[src/hw/rtl/assert_macros.svh]
// assertion helpers shared by the rtl
`ifndef ASSERT_MACROS_SVH
`define ASSERT_MACROS_SVH

// same-cycle implication, checked on every clock edge outside reset
`define ASSERT_IMPL(label, ante, cons, msg) \
  label: assert property (@(posedge clk) disable iff (rst) (ante) |-> (cons)) else $error(msg);

// next-cycle implication
`define ASSERT_NEXT(label, ante, cons, msg) \
  label: assert property (@(posedge clk) disable iff (rst) (ante) |=> (cons)) else $error(msg);

`endif

[src/hw/rtl/mbrot_pkg.sv]
package mbrot_pkg;

  localparam int PIX_W       = 10;
  localparam int CNT_W       = 10;
  localparam int Q_W         = 32;
  localparam int STEP_W      = 31;
  localparam int PROD_W      = 2 * Q_W;
  localparam int FRAC_BITS   = 28;
  localparam int REG_IDX_W   = 3;
  localparam int CFG_DATA_W  = 32;

  localparam int DEF_IMAGE_WIDTH  = 1024;
  localparam int DEF_IMAGE_HEIGHT = 1024;

  // 4.0 in q8.56
  localparam logic [PROD_W-1:0] ESCAPE_LIMIT = 64'h0400_0000_0000_0000;

  localparam logic [STEP_W-1:0]   RST_STEP     = 31'd524288;
  localparam logic [Q_W-1:0]      RST_OFFSET   = 32'd0;
  localparam logic [CNT_W-1:0]    RST_MAX_ITER = 10'd255;

  typedef enum logic [REG_IDX_W-1:0] {
    REG_STEP_REAL   = 3'd0,
    REG_STEP_IMAG   = 3'd1,
    REG_OFFSET_REAL = 3'd2,
    REG_OFFSET_IMAG = 3'd3,
    REG_MAX_ITER    = 3'd4
  } reg_idx_t;

  typedef struct packed {
    logic [STEP_W-1:0]     step_real;
    logic [STEP_W-1:0]     step_imag;
    logic signed [Q_W-1:0] offset_real;
    logic signed [Q_W-1:0] offset_imag;
    logic [CNT_W-1:0]      max_iterations;
  } cfg_t;

  // clamp a wide signed value to the q4.28 range
  function automatic logic signed [Q_W-1:0] sat_q(input logic signed [PROD_W-1:0] v);
    logic signed [PROD_W-1:0] hi;
    logic signed [PROD_W-1:0] lo;
    hi = PROD_W'($signed({1'b0, {(Q_W-1){1'b1}}}));
    lo = PROD_W'($signed({1'b1, {(Q_W-1){1'b0}}}));
    if (v > hi) begin
      sat_q = {1'b0, {(Q_W-1){1'b1}}};
    end else if (v < lo) begin
      sat_q = {1'b1, {(Q_W-1){1'b0}}};
    end else begin
      sat_q = v[Q_W-1:0];
    end
  endfunction

endpackage

[src/hw/rtl/mbrot_regs.sv]
module mbrot_regs (
  input  logic                                clk,
  input  logic                                rst,
  input  logic                                wr_en,
  input  logic [mbrot_pkg::REG_IDX_W-1:0]     wr_index,
  input  logic [mbrot_pkg::CFG_DATA_W-1:0]    wr_data,
  output mbrot_pkg::cfg_t                     cfg
);
  import mbrot_pkg::*;

  always_ff @(posedge clk) begin
    if (rst) begin
      cfg.step_real      <= RST_STEP;
      cfg.step_imag      <= RST_STEP;
      cfg.offset_real    <= RST_OFFSET;
      cfg.offset_imag    <= RST_OFFSET;
      cfg.max_iterations <= RST_MAX_ITER;
    end else if (wr_en) begin
      case (reg_idx_t'(wr_index))
        REG_STEP_REAL:   cfg.step_real      <= wr_data[STEP_W-1:0];
        REG_STEP_IMAG:   cfg.step_imag      <= wr_data[STEP_W-1:0];
        REG_OFFSET_REAL: cfg.offset_real    <= $signed(wr_data[Q_W-1:0]);
        REG_OFFSET_IMAG: cfg.offset_imag    <= $signed(wr_data[Q_W-1:0]);
        REG_MAX_ITER:    cfg.max_iterations <= wr_data[CNT_W-1:0];
        default: begin
        end
      endcase
    end
  end

endmodule

[src/hw/rtl/mbrot_mul.sv]
module mbrot_mul (
  input  logic                                    clk,
  input  logic signed [mbrot_pkg::Q_W-1:0]        a,
  input  logic signed [mbrot_pkg::Q_W-1:0]        b,
  output logic signed [mbrot_pkg::PROD_W-1:0]     p
);
  import mbrot_pkg::*;

  // one signed 32x32 product per cycle, registered
  always_ff @(posedge clk) begin
    p <= PROD_W'(a) * PROD_W'(b);
  end

endmodule

[src/hw/rtl/mbrot_core.sv]
module mbrot_core #(
  parameter int IMAGE_WIDTH  = mbrot_pkg::DEF_IMAGE_WIDTH,
  parameter int IMAGE_HEIGHT = mbrot_pkg::DEF_IMAGE_HEIGHT
) (
  input  logic                               clk,
  input  logic                               rst,
  input  mbrot_pkg::cfg_t                    cfg,
  input  logic                               start,
  input  logic [mbrot_pkg::PIX_W-1:0]        column,
  input  logic [mbrot_pkg::PIX_W-1:0]        row,
  output logic                               busy,
  output logic                               done,
  output logic [mbrot_pkg::PIX_W-1:0]        out_column,
  output logic [mbrot_pkg::PIX_W-1:0]        out_row,
  output logic [mbrot_pkg::CNT_W-1:0]        iteration_count,
  output logic                               escaped
);
  import mbrot_pkg::*;

  localparam logic signed [Q_W-1:0] HALF_W = Q_W'(IMAGE_WIDTH / 2);
  localparam logic signed [Q_W-1:0] HALF_H = Q_W'(IMAGE_HEIGHT / 2);

  typedef enum logic [8:0] {
    S_IDLE = 9'b000000001,
    S_MAPR = 9'b000000010,
    S_MAPI = 9'b000000100,
    S_CIM  = 9'b000001000,
    S_RR   = 9'b000010000,
    S_II   = 9'b000100000,
    S_RI   = 9'b001000000,
    S_UPD  = 9'b010000000,
    S_DONE = 9'b100000000
  } state_t;

  state_t state;
  state_t state_next;

  logic [PIX_W-1:0]         col_q;
  logic [PIX_W-1:0]         row_q;
  logic signed [Q_W-1:0]    c_re;
  logic signed [Q_W-1:0]    c_im;
  logic signed [Q_W-1:0]    z_re;
  logic signed [Q_W-1:0]    z_im;
  logic signed [PROD_W-1:0] rr_q;
  logic signed [PROD_W-1:0] diff_q;
  logic [CNT_W-1:0]         count;

  logic signed [Q_W-1:0]    mul_a;
  logic signed [Q_W-1:0]    mul_b;
  logic signed [PROD_W-1:0] prod;

  logic signed [Q_W-1:0]    d_col;
  logic signed [Q_W-1:0]    d_row;
  logic [PROD_W-1:0]        mag2;
  logic                     stop;

  mbrot_mul u_mul (
    .clk (clk),
    .a   (mul_a),
    .b   (mul_b),
    .p   (prod)
  );

  assign d_col = $signed({{(Q_W-PIX_W){1'b0}}, col_q}) - HALF_W;
  assign d_row = $signed({{(Q_W-PIX_W){1'b0}}, row_q}) - HALF_H;

  // in S_RI the product register holds im^2
  assign mag2 = $unsigned(rr_q) + $unsigned(prod);
  assign stop = (mag2 > ESCAPE_LIMIT) || (count >= cfg.max_iterations);

  always_comb begin
    mul_a = '0;
    mul_b = '0;
    case (state)
      S_MAPR: begin
        mul_a = d_col;
        mul_b = $signed({1'b0, cfg.step_real});
      end
      S_MAPI: begin
        mul_a = d_row;
        mul_b = $signed({1'b0, cfg.step_imag});
      end
      S_RR: begin
        mul_a = z_re;
        mul_b = z_re;
      end
      S_II: begin
        mul_a = z_im;
        mul_b = z_im;
      end
      S_RI: begin
        mul_a = z_re;
        mul_b = z_im;
      end
      default: begin
      end
    endcase
  end

  always_comb begin
    state_next = state;
    case (state)
      S_IDLE:  if (start) state_next = S_MAPR;
      S_MAPR:  state_next = S_MAPI;
      S_MAPI:  state_next = S_CIM;
      S_CIM:   state_next = S_RR;
      S_RR:    state_next = S_II;
      S_II:    state_next = S_RI;
      S_RI:    state_next = stop ? S_DONE : S_UPD;
      S_UPD:   state_next = S_RR;
      S_DONE:  state_next = S_IDLE;
      default: state_next = S_IDLE;
    endcase
  end

  always_ff @(posedge clk) begin
    if (rst) begin
      state <= S_IDLE;
    end else begin
      state <= state_next;
    end
  end

  always_ff @(posedge clk) begin
    case (state)
      S_IDLE: begin
        col_q <= column;
        row_q <= row;
      end
      S_MAPI: c_re <= sat_q(PROD_W'(sat_q(prod)) + PROD_W'(cfg.offset_real));
      S_CIM: begin
        c_im  <= sat_q(PROD_W'(sat_q(prod)) + PROD_W'(cfg.offset_imag));
        z_re  <= '0;
        z_im  <= '0;
        count <= '0;
      end
      S_II: rr_q <= prod;
      S_RI: begin
        diff_q          <= rr_q - prod;
        iteration_count <= count;
        escaped         <= count < cfg.max_iterations;
      end
      S_UPD: begin
        // arithmetic shifts give floor rounding; 2*re*im uses one bit less
        z_re  <= sat_q((diff_q >>> FRAC_BITS) + PROD_W'(c_re));
        z_im  <= sat_q((prod >>> (FRAC_BITS - 1)) + PROD_W'(c_im));
        count <= count + 1'b1;
      end
      default: begin
      end
    endcase
  end

  assign busy       = (state != S_IDLE);
  assign done       = (state == S_DONE);
  assign out_column = col_q;
  assign out_row    = row_q;

endmodule

[src/hw/rtl/mandelbrot_escape_time_top.sv]
// channel   signals                                      handshake
// config    wr_en, wr_index, wr_data                     write when wr_en high
// request   start, column, row                           taken when start & !busy
// result    done, out_column, out_row,                   valid for the one cycle
//           iteration_count, escaped                     that done is high
//
// done follows acceptance after S_MAPR, S_MAPI and S_CIM, then S_RR, S_II and
// S_RI for each iteration run, with S_UPD between iterations; one shared
// 32x32 multiplier sets this. busy stays high from acceptance through the done
// cycle, so a new request is taken only once the last result is out
// rst is synchronous and restores the register defaults
// the receiver cannot stall: done is a single-cycle strobe
`include "assert_macros.svh"

module mandelbrot_escape_time_top #(
  parameter int IMAGE_WIDTH  = mbrot_pkg::DEF_IMAGE_WIDTH,
  parameter int IMAGE_HEIGHT = mbrot_pkg::DEF_IMAGE_HEIGHT
) (
  input  logic                               clk,
  input  logic                               rst,
  input  logic                               wr_en,
  input  logic [mbrot_pkg::REG_IDX_W-1:0]    wr_index,
  input  logic [mbrot_pkg::CFG_DATA_W-1:0]   wr_data,
  input  logic                               start,
  input  logic [mbrot_pkg::PIX_W-1:0]        column,
  input  logic [mbrot_pkg::PIX_W-1:0]        row,
  output logic                               busy,
  output logic                               done,
  output logic [mbrot_pkg::PIX_W-1:0]        out_column,
  output logic [mbrot_pkg::PIX_W-1:0]        out_row,
  output logic [mbrot_pkg::CNT_W-1:0]        iteration_count,
  output logic                               escaped
);
  import mbrot_pkg::*;

  cfg_t cfg;

  mbrot_regs u_regs (
    .clk      (clk),
    .rst      (rst),
    .wr_en    (wr_en),
    .wr_index (wr_index),
    .wr_data  (wr_data),
    .cfg      (cfg)
  );

  mbrot_core #(
    .IMAGE_WIDTH  (IMAGE_WIDTH),
    .IMAGE_HEIGHT (IMAGE_HEIGHT)
  ) u_core (
    .clk             (clk),
    .rst             (rst),
    .cfg             (cfg),
    .start           (start),
    .column          (column),
    .row             (row),
    .busy            (busy),
    .done            (done),
    .out_column      (out_column),
    .out_row         (out_row),
    .iteration_count (iteration_count),
    .escaped         (escaped)
  );

  `ASSERT_NEXT(a_accept_busy, start && !busy, busy && !done, "request accepted but core not busy")
  `ASSERT_NEXT(a_done_pulse, done, !done && !busy, "done strobe longer than one cycle")
  `ASSERT_IMPL(a_count_limit, done, iteration_count <= cfg.max_iterations, "count above limit")
  `ASSERT_IMPL(a_escaped_flag, done, escaped == (iteration_count < cfg.max_iterations), "escaped flag mismatch")

endmodule
[config.mk]
export PLATFORM = sky130hd
export DESIGN_NAME = mandelbrot_escape_time_top
export DESIGN_NICKNAME = d
export VERILOG_FILES = /design/src/hw/rtl/mbrot_pkg.sv /design/src/hw/rtl/mbrot_regs.sv /design/src/hw/rtl/mbrot_mul.sv /design/src/hw/rtl/mbrot_core.sv /design/src/hw/rtl/mandelbrot_escape_time_top.sv
export VERILOG_INCLUDE_DIRS = /design/src /design/src/hw/rtl
export SDC_FILE = /design/constraint.sdc
export NUM_CORES = 2
export LEC_CHECK = 0
export BUFFER_PORTS_ARGS = -buffer_cell sky130_fd_sc_hd__clkbuf_2
export CORE_MARGIN = 1
export CORE_UTILIZATION = 40
export DETAILED_ROUTE_END_ITERATION = 7
export PLACE_DENSITY = 0.61
export SETUP_SLACK_MARGIN = 0.4
export SLEW_MARGIN = 30
export SYNTH_ARGS = -nofsm -noshare
export SYNTH_HDL_FRONTEND = slang
export SYNTH_SLANG_ARGS = --single-unit
[constraint.sdc]
create_clock -name clk -period 19.9 [get_ports clk]
set_clock_uncertainty 0.1 [all_clocks]
set_input_delay 0 -clock clk [delete_from_list [all_inputs] [get_ports clk]]
set_output_delay 0 -clock clk [all_outputs]
set_load 0.02 [all_outputs]
==> flow_metrics.py <==
metrics = {
    "outcome": {
        "status": "finished with violations",
        "violations": "DRC",
    },
    "clock_network": {
        "cts_buffers": 52,
        "ctsResizeCount": 0,
        "clock_path_buffers": 3,
        "cts_root_buf": "clkbuf_16",
        "clock-sinks": 478,
        "clkLatencyLatePin_ns": 0.67,
        "clk_pin_slew_ns": 0.07,
        "htree_levels": 2,
        "cts_tree": "built",
    },
    "synth": {
        "synth_compound_area_share_pct": 13.3,
        "yosys_warnings": 0,
        "synthXorXnorAreaFrac_pct": 3.17,
        "netlist_area_mm2": 0.0668,
        "synth_fa_ha_area_share_pct": 41.4,
        "synth_simple_gate_area_share_pct": 14.5,
        "ys.flop_type": "edfxtp_1",
        "ys_seq_area_share_pct": 18.4,
        "synth.avg_cell_area_um2": 8.93,
        "ys_seq_elements": 478,
        "synth_top_family_by_area": "adder cells",
        "ys_types": 102,
        "synth_cells": 7478,
        "synth-async-reset-ratio_pct": 0,
        "synth_edf_count": 269,
        "synthesis.nets": 9082,
        "synthMuxAreaShare_pct": 0.253,
    },
    "finish": {
        "fillers": 16100,
        "syn2layout_area_growth_pct": 9.17,
        "multi_input_area_mm2": 0.0490,
        "layout-drive-gt1-share_pct": 6.29,
        "fin_nets": 9112,
        "final_area_mm2": 0.0729,
        "seqCellArea_mm2": 0.0123,
    },
    "routing": {
        "first_pass_iters": 8,
        "via_per_inst": 5.69,
        "dr_total_vias": 55400,
        "drtIter0Drc": 5778,
        "routed_wl_mm": 249,
        "drtAntennaViolNets": 0,
        "wl_per_cell_um": 25.6,
        "drc_errors": 12,
    },
    "worst_setup_path": {
        "r2r_slack_ns": 7.77,
        "setup.worst_path.start_class": "flip-flop",
        "crit_top_cell": "fa_1",
        "setup.worst_path.start": "u_core.state[3]",
        "r2r-start": "u_core.state[3]",
        "crit_arrival_ns": 12.63,
        "crit_required_ns": 20.40,
        "cp_max_fo": 63,
        "worstSetupPathType": "reg2reg",
        "critPathCapture": "u_core.u_mul.p[60]",
        "ff2ff_path_depth": 35,
        "cpPeakStageDelay_ns": 0.99,
        "r2r-end": "u_core.u_mul.p[60]",
        "crit_slowest_cell": "a221o_1",
        "end_kind": "flip-flop",
    },
    "global_routing": {
        "grt_pass1_vias": 56000,
        "gr-usage-all-layers_pct": 29.8,
        "grt_pass1_wl_mm": 371,
        "antenna_found_initial": 13,
        "grt_max_degree": 87,
        "grt_overflow": 0,
    },
    "sta": {
        "tightest_slew_ns": 1.11,
        "drv_slew": 0,
        "grt_setup_unrepaired": "no",
        "fmax_mhz": 82.4,
        "relSlewSlack_pct": 26.2,
        "fin_crit_sh_pct": 61.0,
        "setup_violations": 0,
        "tns_ns": 0,
        "timing.final.hold_violations": 0,
        "fin_crit_ns": 12.13,
    },
    "placement": {
        "globalplace.congestion": 0.987,
        "place_hpwl_mm": 198,
        "io_buffers": 91,
        "postPlaceCellArea_mm2": 0.0703,
    },
    "floorplan": {
        "die_x_um": 411,
        "coreArea_mm2": 0.165,
        "dieArea_mm2": 0.169,
        "start_util_pct": 40.4,
        "io_pins": 92,
        "die_h_um": 411,
        "rows": 149,
    },
    "min_path": {
        "hold_path.class": "in2reg",
    },
    "run": {
        "max_cap_viol_count": 0,
    },
    "pwr": {
        "power.density_mw_per_mm2": 34.2,
        "leakage_nw": 33.7,
        "ir_drop_mv": 0.0687,
    },
}
[layer usage]
layer,GRT usage (%),vias up,part of all wire [%]
met4,13.1,8,5.3
met5,0,-,0.019
met1,40.5,28100,41
met3,8.03,511,10
li1,-,24200,-
met2,44.4,2523,43
[synth_stat cells, types with 11 or more instances]
master	number	area share [%]
inv_1	1248	7.0
fa_1	1087	33
nand2_1	983	5.5
nor2_1	761	4.3
a21oi_1	507	3.8
ha_1	458	8.6
clkbuf_1	296	1.7
edfxtp_1	269	12
dfxtp_1	209	6.3
o21ai_0	171	1.3
xnor2_1	167	2.2
a21o_1	122	1.4
nand3_1	73	0.55
xor2_1	71	0.93
nor3_1	68	0.51
nand2b_1	59	0.55
a221o_1	58	0.87
a221oi_1	57	0.75
o21bai_1	53	0.60
nor2b_1	48	0.45
nand4_1	43	0.40
nor4_1	43	0.40
buf_2	35	0.26
and3_1	33	0.31
o21a_1	32	0.36
a211oi_1	31	0.35
a22o_1	29	0.38
o31ai_1	29	0.33
o211ai_1	28	0.31
a31oi_1	26	0.24
and2_1	24	0.22
or3_1	24	0.22
or2_2	23	0.22
o21ai_1	20	0.15
a211o_1	15	0.20
nand3b_1	15	0.17
a222oi_1	12	0.18
maj3_1	12	0.18
or4_1	12	0.13
buf_1	11	0.062
[through the flow]
stage                     hold WS (ns)  utilization, %  cells  total power [mW]  setup WS, ns
final                           0.0401            44.1   9742              2.49          7.77
after global routing            0.0284            44.1   9741              2.56          7.34
after CTS                      0.00170            44.1   9739              2.49          7.99
after detailed placement        0.0786            42.5   9565              1.45          8.06
after global placement          0.0774            42.5   9562              1.45          8.23
after floorplan               -0.00113               -   7478              1.29          6.46
[final cells by class]
| cell class | instances | share of cell area (%) |
|---|---|---|
| Clock inverter | 23 | 0.397 |
| Timing Repair Buffer | 318 | 3.23 |
| Clock buffer | 74 | 2.05 |
| Tap cell | 2189 | 3.76 |
| Inverter | 1257 | 6.47 |
| Multi-Input combinational cell | 5401 | 67.2 |
| Sequential cell | 478 | 16.8 |
| Antenna cell | 2 | 0.00687 |
[power breakdown]
group / leakage, nW / internal [mW] / total (mW) / switching (mW)
sequential: 4.11 / 1.06 / 1.09 / 0.0297
combinational: 28.7 / 0.114 / 0.363 / 0.249
clock: 0.864 / 0.581 / 1.04 / 0.455
[worst max-delay path: cells and delay by family (launching register included)]
kind,cells,cell delay (ns)
fa+ha+maj,9,4.44
compound gates,10,3.36
simple gates,8,1.96
buf+inv,7,1.65
flops,1,0.33
xor+xnor,1,0.14
[timing repair]
| action | 4_1_cts | 5_1_grt |
|---|---|---|
| buffers inserted | 0 | 0 |
| endpoints found under the hold margin | 165 | 0 |
| hold buffers | 77 | 0 |
| setup endpoints to repair | 0 | 0 |
[flip-flops by register name, indices dropped and copies added, names as in the netlist, 32 cells and up]
register        flops
u_core.c_re        32
u_core.rr_q        64
u_core.z_re        32
u_core.c_im        32
u_core.diff_q      36
u_core.u_mul.p     64
u_regs.cfg        136
u_core.z_im        32
[worst min path at each step]
stage,from,end,cells after the start
after floorplan,column[0],u_core.out_column[0],0
after global placement,row[1],u_core.out_row[1],1
after detailed placement,row[9],u_core.out_row[9],1
after CTS,wr_en,u_regs.cfg[1],4
after global routing,wr_en,u_regs.cfg[7],4
final,wr_index[1],u_regs.cfg[79],5
[layout by cell type, fill, tap and decap left out, drive strengths merged, types with 13 or more instances in the layout]
cell type    Yosys  layout
a21boi          14      14
o41ai           15      15
ha             458     458
or2             25      25
a211o           15      15
o21a            32      32
or3             24      24
o211ai          28      28
xor2            72      72
xnor2          168     168
o21ai          191     191
nor3            68      68
a221o           58      58
and3            33      33
or4             13      13
buf             46     151
nand2          983     983
inv           1256    1262
nand3           74      74
o31ai           31      31
clkbuf         296     164
a21o           122     122
dlygate4sd3      0      77
nor2b           48      48
a22o            29      29
o21bai          54      54
nand2b          59      59
dfxtp          209     209
nor2           762     762
fa            1087    1087
and2            24      24
nor4            47      47
nand4           43      43
a221oi          57      57
a211oi          32      32
a21oi          511     511
edfxtp         269     269
nand3b          15      15
a31oi           28      28
[cells by family (layout without fill, tap and decap cells)]
logic type	count (synthesis)	after routing
other	0	2
adders and majority gates	1557	1557
muxes	16	16
and+or+nand+nor	2250	2250
DFF	478	478
buffers and inverters	1599	1672
AOI/OAI and AO/OA	1338	1338
xor gates and xnor gates	240	240
Note: power is estimated with default switching activity, not from simulation.
